### src/hdl/nbr_pkg.sv
`timescale 1ns / 1ps
// ----------------------------------------------------------------------------
// nbr_pkg
// Shared types, word indexes and reset values of the north bridge register
// block.
// ----------------------------------------------------------------------------
package nbr_pkg;

    localparam int REG_WORDS_DEF  = 28;
    localparam int WRITABLE_WORDS = 28;
    localparam int BANK_AW        = 5;
    localparam int WORD_W         = 32;

    localparam logic [1:0] K_WRITE = 2'd0;
    localparam logic [1:0] K_READ  = 2'd1;
    localparam logic [1:0] K_XLATE = 2'd2;
    localparam logic [1:0] K_IRQ   = 2'd3;

    localparam logic [1:0] ACT_NONE  = 2'd0;
    localparam logic [1:0] ACT_PULSE = 2'd1;
    localparam logic [1:0] ACT_RAISE = 2'd2;
    localparam logic [1:0] ACT_LOWER = 2'd3;

    localparam logic [BANK_AW-1:0] W_IDENT0 = 5'd0;
    localparam logic [BANK_AW-1:0] W_GENCFG = 5'd1;
    localparam logic [BANK_AW-1:0] W_IDENT2 = 5'd2;
    localparam logic [BANK_AW-1:0] W_IDENT3 = 5'd3;
    localparam logic [BANK_AW-1:0] W_IDENT4 = 5'd4;
    localparam logic [BANK_AW-1:0] W_MAPCFG = 5'd6;
    localparam logic [BANK_AW-1:0] W_MASK7  = 5'd7;
    localparam logic [BANK_AW-1:0] W_MASK8  = 5'd8;
    localparam logic [BANK_AW-1:0] W_EDGE   = 5'd9;
    localparam logic [BANK_AW-1:0] W_POL    = 5'd11;
    localparam logic [BANK_AW-1:0] W_ENSET  = 5'd12;
    localparam logic [BANK_AW-1:0] W_ENCLR  = 5'd13;
    localparam logic [BANK_AW-1:0] W_EN     = 5'd14;
    localparam logic [BANK_AW-1:0] W_ISR    = 5'd15;
    localparam logic [BANK_AW-1:0] W_MISC26 = 5'd26;
    localparam logic [BANK_AW-1:0] W_MISC27 = 5'd27;

    localparam int GENCFG_RST_BIT = 2;
    localparam int MAP_DIS_BIT    = 16;

    typedef struct packed {
        logic               en;
        logic [BANK_AW-1:0] addr;
        logic [WORD_W-1:0]  data;
    } t_bank_wr;

    typedef struct packed {
        logic [1:0]        irq_action;
        logic              config_error;
        logic              config_valid;
        logic [WORD_W-1:0] config_address;
        logic              reset_request;
        logic [WORD_W-1:0] read_data;
    } t_result;

    function automatic logic [WORD_W-1:0] reset_word(input logic [BANK_AW-1:0] idx);
        logic [WORD_W-1:0] v;
        begin
            unique case (idx)
                W_IDENT0: v = 32'h0000_0c40;
                W_GENCFG: v = 32'h0000_1384;
                W_IDENT2: v = 32'h2bff_8010;
                W_IDENT3: v = 32'h255e_0091;
                W_IDENT4: v = 32'h0000_6140;
                W_MASK7:  v = 32'h0000_01ff;
                W_MASK8:  v = 32'h0000_01ff;
                W_MISC26: v = 32'h0000_0008;
                W_MISC27: v = 32'h1000_0000;
                default:  v = '0;
            endcase
            return v;
        end
    endfunction

endpackage

### src/hdl/nbr_bank.sv
`timescale 1ns / 1ps
// ----------------------------------------------------------------------------
// nbr_bank
// Register bank memory: one write port, two registered read ports with
// same-edge write bypass, per-word valid bits selecting the reset value.
// ----------------------------------------------------------------------------
module nbr_bank
    import nbr_pkg::*;
#(
    parameter int REG_WORDS = REG_WORDS_DEF
) (
    input  logic               i_clk,
    input  logic               i_rst_n,
    input  logic               i_rd_en,
    input  logic [BANK_AW-1:0] i_rd_addr_a,
    input  logic [BANK_AW-1:0] i_rd_addr_b,
    input  t_bank_wr           i_wr,
    output logic [WORD_W-1:0]  o_rd_data_a,
    output logic [WORD_W-1:0]  o_rd_data_b
);

    logic [WORD_W-1:0]    r_mem [REG_WORDS];
    logic [REG_WORDS-1:0] r_vld;
    logic [WORD_W-1:0]    r_mem_a, r_mem_b;
    logic [WORD_W-1:0]    r_def_a, r_def_b;
    logic [WORD_W-1:0]    r_byp_data;
    logic                 r_vld_a, r_vld_b;
    logic                 r_byp_a, r_byp_b;

    always_ff @(posedge i_clk) begin
        if (i_wr.en) begin
            r_mem[i_wr.addr] <= i_wr.data;
        end
        if (i_rd_en) begin
            r_mem_a <= r_mem[i_rd_addr_a];
            r_mem_b <= r_mem[i_rd_addr_b];
            r_def_a <= reset_word(i_rd_addr_a);
            r_def_b <= reset_word(i_rd_addr_b);
            r_byp_data <= i_wr.data;
        end
    end

    always_ff @(posedge i_clk) begin
        if (!i_rst_n) begin
            r_vld   <= '0;
            r_vld_a <= 1'b0;
            r_vld_b <= 1'b0;
            r_byp_a <= 1'b0;
            r_byp_b <= 1'b0;
        end else begin
            if (i_wr.en) begin
                r_vld[i_wr.addr] <= 1'b1;
            end
            if (i_rd_en) begin
                r_vld_a <= r_vld[i_rd_addr_a];
                r_vld_b <= r_vld[i_rd_addr_b];
                r_byp_a <= i_wr.en && (i_wr.addr == i_rd_addr_a);
                r_byp_b <= i_wr.en && (i_wr.addr == i_rd_addr_b);
            end
        end
    end

    assign o_rd_data_a = r_byp_a ? r_byp_data : (r_vld_a ? r_mem_a : r_def_a);
    assign o_rd_data_b = r_byp_b ? r_byp_data : (r_vld_b ? r_mem_b : r_def_b);

endmodule

### src/hdl/north_bridge_register_block_core.sv
`timescale 1ns / 1ps
// ----------------------------------------------------------------------------
// north_bridge_register_block_core
// Bridge register bank with register read/write, configuration address
// translation and interrupt line decode.
//
// Requests enter on the s_axis channel: s_axis_tuser carries the kind
// (write, read, translate, interrupt), s_axis_tdata the remaining fields.
// Each request gives exactly one result on the m_axis channel, in order.
// The downstream bus number is written through i_cfg_valid / i_cfg_data;
// the user must write it only while no request is in flight (not enforced).
// The bank read and stage one register at the accepting edge; the output
// register loads from stage one whenever it is free and then presents
// the result on m_axis.
// Throughput: one request per cycle while m_axis_tready is high; the bank
// read port and the bypass of the write from the previous request sustain that rate.
// Reset: all words return to their default values at once through per-word
// valid bits; the bus number clears to zero. No clearing pass is needed.
// When m_axis_tready is low the output register holds; one more request
// can sit behind it, after which s_axis_tready drops.
// ----------------------------------------------------------------------------
module north_bridge_register_block_core
    import nbr_pkg::*;
#(
    parameter int REG_WORDS = REG_WORDS_DEF
) (
    input  logic        i_clk,
    input  logic        i_rst_n,
    input  logic        s_axis_tvalid,
    output logic        s_axis_tready,
    // offset[18:0], write_data[50:19], access_bytes[53:51], irq_line[58:54]
    input  logic [63:0] s_axis_tdata,
    // kind[1:0]
    input  logic [1:0]  s_axis_tuser,
    output logic        m_axis_tvalid,
    input  logic        m_axis_tready,
    // read_data[31:0], reset_request[32], config_address[64:33],
    // config_valid[65], config_error[66], irq_action[68:67]
    output logic [71:0] m_axis_tdata,
    input  logic        i_cfg_valid,
    output logic        o_cfg_ready,
    input  logic [7:0]  i_cfg_data
);

    localparam int IDX_W = 17;
    localparam int SEL_W = 21;

    function automatic logic [4:0] low_zeros(input logic [SEL_W-1:0] v);
        logic [4:0] n;
        begin
            n = '0;
            for (int i = SEL_W - 1; i >= 0; i--) begin
                if (v[i]) begin
                    n = 5'(i);
                end
            end
            return n;
        end
    endfunction

    logic [18:0]        in_off;
    logic [IDX_W-1:0]   in_idx;
    logic               in_rd_ok, in_wr_ok, accept;
    logic [BANK_AW-1:0] rd_addr_a;

    logic               r_s1_v;
    logic [1:0]         r_s1_kind;
    logic [18:0]        r_s1_off;
    logic [WORD_W-1:0]  r_s1_data;
    logic [2:0]         r_s1_bytes;
    logic [4:0]         r_s1_line;
    logic               r_s1_rd_ok, r_s1_wr_ok;

    logic [WORD_W-1:0]  word_a, word_b;
    logic [WORD_W-1:0]  r_en, n_en;
    logic [7:0]         r_bus;
    logic               r_out_v;
    t_result            r_out, n_out;
    t_bank_wr           bank_wr;
    logic               out_free, s1_go;

    logic [BANK_AW-1:0] s1_idx;
    logic [WORD_W-1:0]  joined;
    logic [SEL_W-1:0]   sel;

    assign in_off   = s_axis_tdata[18:0];
    assign in_idx   = in_off[18:2];
    assign in_rd_ok = in_idx < IDX_W'(REG_WORDS);
    assign in_wr_ok = in_idx < IDX_W'(WRITABLE_WORDS);

    assign out_free      = !r_out_v || m_axis_tready;
    assign s1_go         = r_s1_v && out_free;
    assign s_axis_tready = !r_s1_v || out_free;
    assign accept        = s_axis_tvalid && s_axis_tready;
    assign o_cfg_ready   = 1'b1;

    always_comb begin
        unique case (s_axis_tuser)
            K_WRITE, K_READ: rd_addr_a = in_rd_ok ? in_idx[BANK_AW-1:0] : W_IDENT0;
            K_XLATE:         rd_addr_a = W_MAPCFG;
            K_IRQ:           rd_addr_a = W_EDGE;
            default:         rd_addr_a = W_IDENT0;
        endcase
    end

    nbr_bank #(
        .REG_WORDS (REG_WORDS)
    ) u_bank (
        .i_clk       (i_clk),
        .i_rst_n     (i_rst_n),
        .i_rd_en     (accept),
        .i_rd_addr_a (rd_addr_a),
        .i_rd_addr_b (W_POL),
        .i_wr        (bank_wr),
        .o_rd_data_a (word_a),
        .o_rd_data_b (word_b)
    );

    assign s1_idx = r_s1_off[BANK_AW+1:2];
    assign joined = {word_a[15:0], r_s1_off[15:0]};
    assign sel    = joined[31:11];

    always_comb begin
        n_out        = '0;
        n_en         = r_en;
        bank_wr.en   = 1'b0;
        bank_wr.addr = s1_idx;
        bank_wr.data = r_s1_data;
        unique case (r_s1_kind)
            K_WRITE: begin
                if (r_s1_wr_ok) begin
                    if (s1_idx == W_GENCFG) begin
                        n_out.reset_request = !word_a[GENCFG_RST_BIT]
                                              && r_s1_data[GENCFG_RST_BIT];
                    end
                    if (s1_idx == W_ENSET) begin
                        n_en = r_en | r_s1_data;
                    end else if (s1_idx == W_ENCLR) begin
                        n_en = r_en & ~r_s1_data;
                    end
                    bank_wr.en = s1_go && (s1_idx != W_EN) && (s1_idx != W_ISR);
                end
            end
            K_READ: begin
                if (r_s1_rd_ok) begin
                    n_out.read_data = (s1_idx == W_EN) ? r_en : word_a;
                end
            end
            K_XLATE: begin
                if (word_a[MAP_DIS_BIT]) begin
                    case (r_s1_bytes)
                        3'd0:    n_out.read_data = 32'h0000_0000;
                        3'd1:    n_out.read_data = 32'h0000_00ff;
                        3'd2:    n_out.read_data = 32'h0000_ffff;
                        3'd3:    n_out.read_data = 32'h00ff_ffff;
                        default: n_out.read_data = 32'hffff_ffff;
                    endcase
                end else if (sel == '0) begin
                    n_out.config_error = 1'b1;
                end else begin
                    n_out.config_address = {1'b1, 7'd0, r_bus, low_zeros(sel),
                                            joined[10:8], joined[7:0]};
                    n_out.config_valid   = 1'b1;
                end
            end
            K_IRQ: begin
                if (word_a[r_s1_line]) begin
                    n_out.irq_action = ACT_PULSE;
                end else if (word_b[r_s1_line]) begin
                    n_out.irq_action = ACT_RAISE;
                end else begin
                    n_out.irq_action = ACT_LOWER;
                end
            end
            default: n_out.irq_action = ACT_NONE;
        endcase
    end

    always_ff @(posedge i_clk) begin
        if (accept) begin
            r_s1_kind  <= s_axis_tuser;
            r_s1_off   <= in_off;
            r_s1_data  <= s_axis_tdata[50:19];
            r_s1_bytes <= s_axis_tdata[53:51];
            r_s1_line  <= s_axis_tdata[58:54];
            r_s1_rd_ok <= in_rd_ok;
            r_s1_wr_ok <= in_wr_ok;
        end
        if (s1_go) begin
            r_out <= n_out;
        end
    end

    always_ff @(posedge i_clk) begin
        if (!i_rst_n) begin
            r_s1_v  <= 1'b0;
            r_out_v <= 1'b0;
            r_en    <= '0;
            r_bus   <= '0;
        end else begin
            if (accept) begin
                r_s1_v <= 1'b1;
            end else if (s1_go) begin
                r_s1_v <= 1'b0;
            end
            if (s1_go) begin
                r_out_v <= 1'b1;
                r_en    <= n_en;
            end else if (m_axis_tready) begin
                r_out_v <= 1'b0;
            end
            if (i_cfg_valid) begin
                r_bus <= i_cfg_data;
            end
        end
    end

    assign m_axis_tvalid = r_out_v;
    assign m_axis_tdata  = {3'd0, r_out};

`ifndef SYNTHESIS
    a_wr_target: assert property (@(posedge i_clk) disable iff (!i_rst_n)
        bank_wr.en |-> bank_wr.addr != W_EN && bank_wr.addr != W_ISR
                       && bank_wr.addr < BANK_AW'(WRITABLE_WORDS))
        else $error("bank write to a read-only or absent word");

    a_en_stable: assert property (@(posedge i_clk) disable iff (!i_rst_n)
        !(bank_wr.en && (bank_wr.addr == W_ENSET || bank_wr.addr == W_ENCLR))
        |=> $stable(r_en))
        else $error("enable word changed without a set or clear write");

    a_cfg_flags: assert property (@(posedge i_clk) disable iff (!i_rst_n)
        r_out_v |-> !(r_out.config_valid && r_out.config_error))
        else $error("translation both valid and in error");

    a_s1_to_out: assert property (@(posedge i_clk) disable iff (!i_rst_n)
        s1_go |=> r_out_v)
        else $error("request left stage one without a result");
`endif

endmodule
### config.mk
export PLATFORM = sky130hd
export DESIGN_NAME = north_bridge_register_block_core
export DESIGN_NICKNAME = d
export VERILOG_FILES = /design/src/hdl/nbr_pkg.sv /design/src/hdl/nbr_bank.sv /design/src/hdl/north_bridge_register_block_core.sv
export SDC_FILE = /design/constraint.sdc
export NUM_CORES = 1
export LEC_CHECK = 0
export ABC_CLOCK_PERIOD_IN_PS = 15100
export BUFFER_PORTS_ARGS = -buffer_cell sky130_fd_sc_hd__buf_2
export CAP_MARGIN = 20
export CELL_PAD_IN_SITES_DETAIL_PLACEMENT = 0
export CELL_PAD_IN_SITES_GLOBAL_PLACEMENT = 1
export CORE_UTILIZATION = 55
export DETAILED_ROUTE_END_ITERATION = 10
export PLACE_DENSITY_LB_ADDON = 0.1
export RECOVER_POWER = 50
export SKIP_LAST_GASP = 1
export SYNTH_ARGS = -nofsm -noshare
export SYNTH_HDL_FRONTEND = slang
export SYNTH_SLANG_ARGS = --single-unit
### constraint.sdc
create_clock -name i_clk -period 15.1 [get_ports i_clk]
set_clock_uncertainty 0.1 [all_clocks]
set_input_delay 3.02 -clock i_clk [delete_from_list [all_inputs] [get_ports i_clk]]
set_output_delay 3.02 -clock i_clk [all_outputs]
set_load 0.005 [all_outputs]
==> out/metrics.cfg, run 1 <==
[status]
status=finished, violations left
failed_checks=capacitance limit, slew limit

[synthesis]
avgSynthCellArea_um2=14.8
synth_area_leaders=edfxtp_1, mux2i_1, nand2_1
synthCells=3314
synth_flop_cell=edfxtp_1
netlist_area_um2=49000
synth_cell_types=76
synthAdderAreaFrac_pct=0.204
netlist_top_cells_count=edfxtp_1, nand2_1, mux2i_1
synth_compound_area_share_pct=10.0
ys_seq_elements=1201
yosysMostFrequentCell=edfxtp_1
synth_top_family_by_area=compound AO/OA/AOI/OAI gates
synthSimpleGateAreaFrac_pct=8.19
synthMuxAreaShare_pct=6.93
synth_edf_count=1127
ys_async_sr_fraction_pct=0
synth_xor_area_share_pct=0.0715
yosysTopAreaCell=edfxtp_1
yosysTopAreaCellShare_pct=69.1
yosysWarningCount=0
synth-seq-area-share_pct=72.1

[clock_network]
cts_tree=yes
clock_sinks=1201
post-cts-setup-buffer-count=0
cts_buffer_depth=3
cts.repair.resized=0
ctsHtreeMaxLevel=3
clk_latency_ns=0.71
clkTransAtPathRegs_ns=0.06
cts_buffers=119
cts-root-buf=clkbuf_16
holdBufCountCts=0

[sta]
period_needed_ns=7.97
worst_pin_slew_ns=3.36
fin_crit_sh_pct=52.8
relSlewSlack_pct=-124
hold_viol=0
setup_tns_ns=0
setup_viol_count_final=0
drv_slew=323
max_freq_ghz=0.126
rsz0062_at_grt=no

[cells_and_area]
drive_gt1_share_pct=12.5
fin_nets=3572
multiInputGateArea_um2=13000
ff_latch_area_um2=35300
fill_cells=6566
diodes=0
fin_area_um2=55000
syn2layout_area_growth_pct=12.3

[detailed_routing]
ant_nets=0
first_iter_violations=3204
routed_wl_um=134000
avgViaCountPerCell=6.31
avgRoutedWirePerCell_um=28.3
route.detailed.drc=0
vias=30000
firstDrtPassIters=6

[power_and_ir_drop]
ir_worst_vdd_uv=116
leakagePower_nw=19.1
power_density_nw_per_um2=128

[setup_path]
critPathKind=input pin to flip-flop
required_ns=15.42
cp_cell_sequence=clkbuf_1 > nor4_4 > nand4_4 > inv_2 > a21oi_4 > buf_4 > inv_8 > buf_4 > buf_4 > mux2i_1 > o221ai_1 > nor4_1 > a31oi_1
crit_top_cell=buf_4
critPathSlowestCell=buf_4
critPathCaptureType=flip-flop
cp_num_buf_inv=6
cp_top_family=buffers and inverters
crit_fanout=83
critical-path-max-stage-delay_ns=0.83
crit_arrival_ns=8.28
start_kind=input pin

[floorplanning]
die_y_um=300
start_util_pct=55.4
dieWidth_um=300
rows=109
dieArea_um2=90300
ioPinCount=154
core-area_um2=88400

[global_route]
grt_pass1_wl_um=193000
grt_overflow=0
grt_max_degree=158
grt_pass1_vias=28700
antenna_found_initial=6
grtUsageTotal_pct=29.6

[place]
place_congestion=0.887
post_dp_cell_area_um2=51100
io_buffers=137
dpl.hpwl_um=76100

[hold_path]
hp-class=flip-flop to flip-flop

[run]
cap_violations=8

==> layout make-up <==
class                           instances  area share (%)
Clock buffer                          152            5.94
Clock inverter                         71            1.14
Inverter                               14           0.127
Multi-Input combinational cell       1926            23.6
Sequential cell                      1201            64.2
Tap cell                             1165            2.65
Timing Repair Buffer                  223            2.33
==> registers in the layout, indices dropped and copies added, names as in the netlist, 8 cells and up, named ones only <==
register / count
u_bank.r_mem: 896
u_bank.r_vld: 28
m_axis_tdata: 61
r_bus: 8
u_bank.r_def_a: 15
u_bank.r_mem_a: 32
r_s1_off: 16
u_bank.r_mem_b: 32
u_bank.r_byp_data: 32
r_s1_data: 32
==> logic make-up (layout without fill, tap and decap cells) <==
family	Yosys count	count (layout)
other	2	75
DFF	1201	1201
adders and majority gates	8	8
and+or+nand+nor	899	899
AOI/OAI and AO/OA	640	640
buffers and inverters	260	460
muxes	300	300
xor gates and xnor gates	4	4
==> cell usage in the layout (no fill, tap or decap), drive strengths merged, types with 13 or more instances in the layout <==
cell type,netlist,routed
a2111oi,21,21
a211oi,139,139
a21oi,98,98
a311oi,92,92
a31oi,18,18
and2,29,29
buf,114,178
clkbuf,132,196
clkinv,0,50
conb,2,75
dfxtp,74,74
edfxtp,1127,1127
inv,14,17
mux2,15,15
mux2i,256,256
mux4,29,29
nand2,532,532
nand2b,13,13
nand3,125,125
nor2,73,73
nor2b,52,52
nor3,29,29
nor4,13,13
o211a,106,106
o21a,67,67
o21ai,33,33
==> routing by layer <==
metal  GRT usage, %  vias to the layer above  share of wire, %
met2           46.7                     1420                47
li1               -                    13100                 -
met5              0                        -             0.020
met3           4.65                      254               9.3
met1           42.1                    15200                41
met4           9.94                        4               3.2
==> final timing paths <==
kind,start,end,slack (ns),cells past startpoint
min reg2reg,u_bank.r_mem[11][12],u_bank.r_mem_b[12],0.35,0
min,u_bank.r_mem[11][12],u_bank.r_mem_b[12],0.35,0
max reg2reg,m_axis_tvalid,u_bank.r_mem[13][21],9.40,8
max,s_axis_tdata[11],u_bank.r_mem_a[27],7.13,13
==> report_power, final <==
group	switching (mW)	leakage, nW	internal, mW	total, mW
Combinational	0.229	6.24	0.103	0.332
Clock	1.24	1.91	1.69	2.93
Sequential	0.0534	10.9	3.70	3.75
==> through the flow <==
stage | total power, mW | util [%] | hold slack [ns] | cells | worst slack (ns)
after floorplan | 4.01 | - | 0.326 | 3387 | 4.63
after global placement | 4.14 | 57.8 | 0.339 | 4514 | 6.53
after detailed placement | 4.15 | 57.9 | 0.336 | 4516 | 6.47
after CTS | 7.05 | 62.3 | 0.349 | 4739 | 7.21
after global routing | 7.20 | 62.3 | 0.361 | 4752 | 6.86
final | 7.02 | 62.3 | 0.347 | 4752 | 7.13
Power figures use the tool's default switching activity.
==> run 2, diff against run 1 <==
--- a/config.mk
+++ b/config.mk
@@ -5,12 +5,12 @@
 export SDC_FILE = /design/constraint.sdc
 export NUM_CORES = 1
 export LEC_CHECK = 0
-export ABC_CLOCK_PERIOD_IN_PS = 15100
+export ABC_CLOCK_PERIOD_IN_PS = 6500
 export BUFFER_PORTS_ARGS = -buffer_cell sky130_fd_sc_hd__buf_2
 export CAP_MARGIN = 20
 export CELL_PAD_IN_SITES_DETAIL_PLACEMENT = 0
 export CELL_PAD_IN_SITES_GLOBAL_PLACEMENT = 1
-export CORE_UTILIZATION = 55
+export CORE_UTILIZATION = 47
 export DETAILED_ROUTE_END_ITERATION = 10
 export PLACE_DENSITY_LB_ADDON = 0.1
 export RECOVER_POWER = 50
==> constraint.sdc (replaced) <==
create_clock -name i_clk -period 6.5 [get_ports i_clk]
set_clock_uncertainty 0.1 [all_clocks]
set_input_delay 1.3 -clock i_clk [delete_from_list [all_inputs] [get_ports i_clk]]
set_output_delay 1.3 -clock i_clk [all_outputs]
set_load 0.005 [all_outputs]
==> out/metrics.cfg, run 2 (synthesis gave the netlist of run 1 again) <==
[cells_and_area]
regMostFlops=u_bank.r_mem
layout_commonest_cell=edfxtp_1
syn2layout_area_growth_pct=14.8
largest_reg_flops=896  ; unchanged
drive_gt1_share_pct=13.7  ; +1.2 points
fin_area_um2=56200  ; +2.2%
fill_cells=8462  ; +29%
layout.cells.non_filler=5026  ; +5.8%
final_cell_mix=edfxtp_1, nand2_1, mux2i_1, a211oi_1, clkbuf_16
fin_nets=3627  ; +1.5%

[place]
dpl.hpwl_um=85900  ; +13%
post_dp_cell_area_um2=52000  ; +1.6%
io_buffers=137  ; unchanged
place_ws_ns=1.32  ; -5.15 ns
place_congestion=0.862  ; -2.8%
place_inst=4771  ; +5.6%

[setup_path]
crit_top_cell=nand2_1
required_ns=7.02  ; -8.40 ns
critical-path-max-stage-delay_ns=2.12  ; +1.29 ns
cp_cell_sequence=buf_2 > nor2b_1 > nand2_1 > nand2_1 > clkinvlp_4 > buf_12 > nand2_1 > a21boi_0
crit_fanout=100  ; +20%
start_kind=input pin
critPathCaptureType=flip-flop
critPathKind=input pin to flip-flop
critPathSlowestCell=clkinvlp_4
crit_arrival_ns=5.61  ; -2.67 ns

[clock_network]
cts_buffers=133  ; +12%
cts_buffer_depth=3  ; unchanged
cts_tree=yes
cts-root-buf=clkbuf_16
post-cts-setup-buffer-count=0  ; unchanged
cts.repair.resized=0  ; unchanged
holdBufCountCts=0  ; unchanged
clock_sinks=1201  ; unchanged
ctsHtreeMaxLevel=4  ; +1
clkTransAtPathRegs_ns=0.06  ; about the same
clk_latency_ns=0.75  ; +0.04 ns

[sta]
setup_viol_count_final=0  ; unchanged
hold_viol=0  ; unchanged
drv_slew=707  ; +120%
setup_tns_ns=0  ; unchanged
max_freq_ghz=0.197
relSlewSlack_pct=-111  ; +13 points
period_needed_ns=5.09
worst_pin_slew_ns=3.17  ; -0.189 ns
setup_ws_ns=1.41  ; -5.72 ns
rsz0062_at_grt=no
fin_crit_sh_pct=78.2

[detailed_routing]
route.detailed.drc=3  ; +3
firstDrtPassIters=11  ; +5
avgRoutedWirePerCell_um=28.3  ; about the same
avgViaCountPerCell=5.95  ; -5.8%
routed_wl_um=142000  ; +5.7%
first_iter_violations=3193  ; -0.34%
vias=29900  ; -0.32%
ant_nets=0  ; unchanged

[power_and_ir_drop]
power_density_nw_per_um2=302  ; +140%
ir_worst_vdd_uv=208  ; +79%
leakagePower_nw=19.5  ; +2.3%

[status]
status=finished, violations left
failed_checks=DRC, capacitance limit, slew limit

[floorplanning]
ioPinCount=154  ; unchanged
start_util_pct=47.3  ; -8.1 points
dieArea_um2=106000  ; +17%
dieWidth_um=325  ; +8.1%
die_y_um=325  ; +8.1%
rows=118  ; +8.3%
core-area_um2=103000  ; +17%

[global_route]
grt_overflow=0  ; unchanged
grt_pass1_vias=29300  ; +2.0%
grtUsageTotal_pct=26.8  ; -2.8 points
antenna_found_initial=6  ; unchanged
grt_pass1_wl_um=205000  ; +6.0%
grt_max_degree=135  ; -15%

[run]
cap_violations=20  ; +12

[hold_path]
hp-class=flip-flop to flip-flop

## run 2: cell count changes in the layout (fill, tap and decap cells not counted), moves of 4 or more
| cell | before | now |
|---|---|---|
| clkbuf_1 | 65 | 77 |
| clkinv_2 | 28 | 22 |
| buf_12 | 3 | 18 |
| and2_0 | 17 | 1 |
| diode_2 | 0 | 4 |
| clkbuf_16 | 123 | 137 |
| buf_4 | 59 | 72 |
| buf_2 | 114 | 120 |
| and2_1 | 11 | 27 |
| inv_6 | 2 | 6 |
| clkinvlp_4 | 8 | 3 |
## run 2: final cells by class
class	count	area, µm²	area share (%)
inverter	14	66.3	0.118
clock buffer	170	3610	6.42
multi-input combinational	1926	13000	23.1
clock inverter	67	682	1.21
timing repair buffer	264	1790	3.18
tap	1380	1730	3.07
antenna	4	10.0	0.0178
sequential	1201	35300	62.8
## run 2: per-stage QoR
stage | hold slack (ns) | total power, mW | util (%)
finish | 0.357 | 17.0 | 54.3
global route | 0.375 | 17.4 | 54.3
CTS | 0.362 | 17.1 | 54.4
detailed placement | 0.344 | 9.70 | 50.2
global placement | 0.342 | 9.67 | 50.0
floorplan | 0.326 | 9.31 | -
## run 2: path summary, 6_finish.rpt
kind,from,cells after the start,slack (ns),endpoint
setup / recovery,m_axis_tready,8,1.41,u_bank.r_vld_b
hold / removal,u_bank.r_mem[11][9],0,0.36,u_bank.r_mem_b[9]
setup reg to reg,m_axis_tvalid,7,1.73,u_bank.r_vld_b
hold reg to reg,u_bank.r_mem[11][9],0,0.36,u_bank.r_mem_b[9]
## run 2: critical path, delay by kind of cell
family / cells / cell delay [ns]
AND/OR/NAND/NOR: 4 / 0.93
buffers and inverters: 3 / 3.11
AO/OA/AOI/OAI: 1 / 0.09
## run 2: report_power, final
part	internal (mW)	leakage, nW	switching (mW)
combinational	0.256	6.49	0.601
sequential	8.60	10.9	0.0822
clock	4.40	2.11	3.04
## run 2: metal layers
metal	global-route usage [%]	wire length (µm)	vias up	share of wire [%]
met4	8.39	3690	4	2.6
met3	4.32	9540	226	6.7
li1	-	-	13200	-
met1	37.1	61100	15300	43
met5	0	27	-	0.019
met2	43.5	67700	1135	48
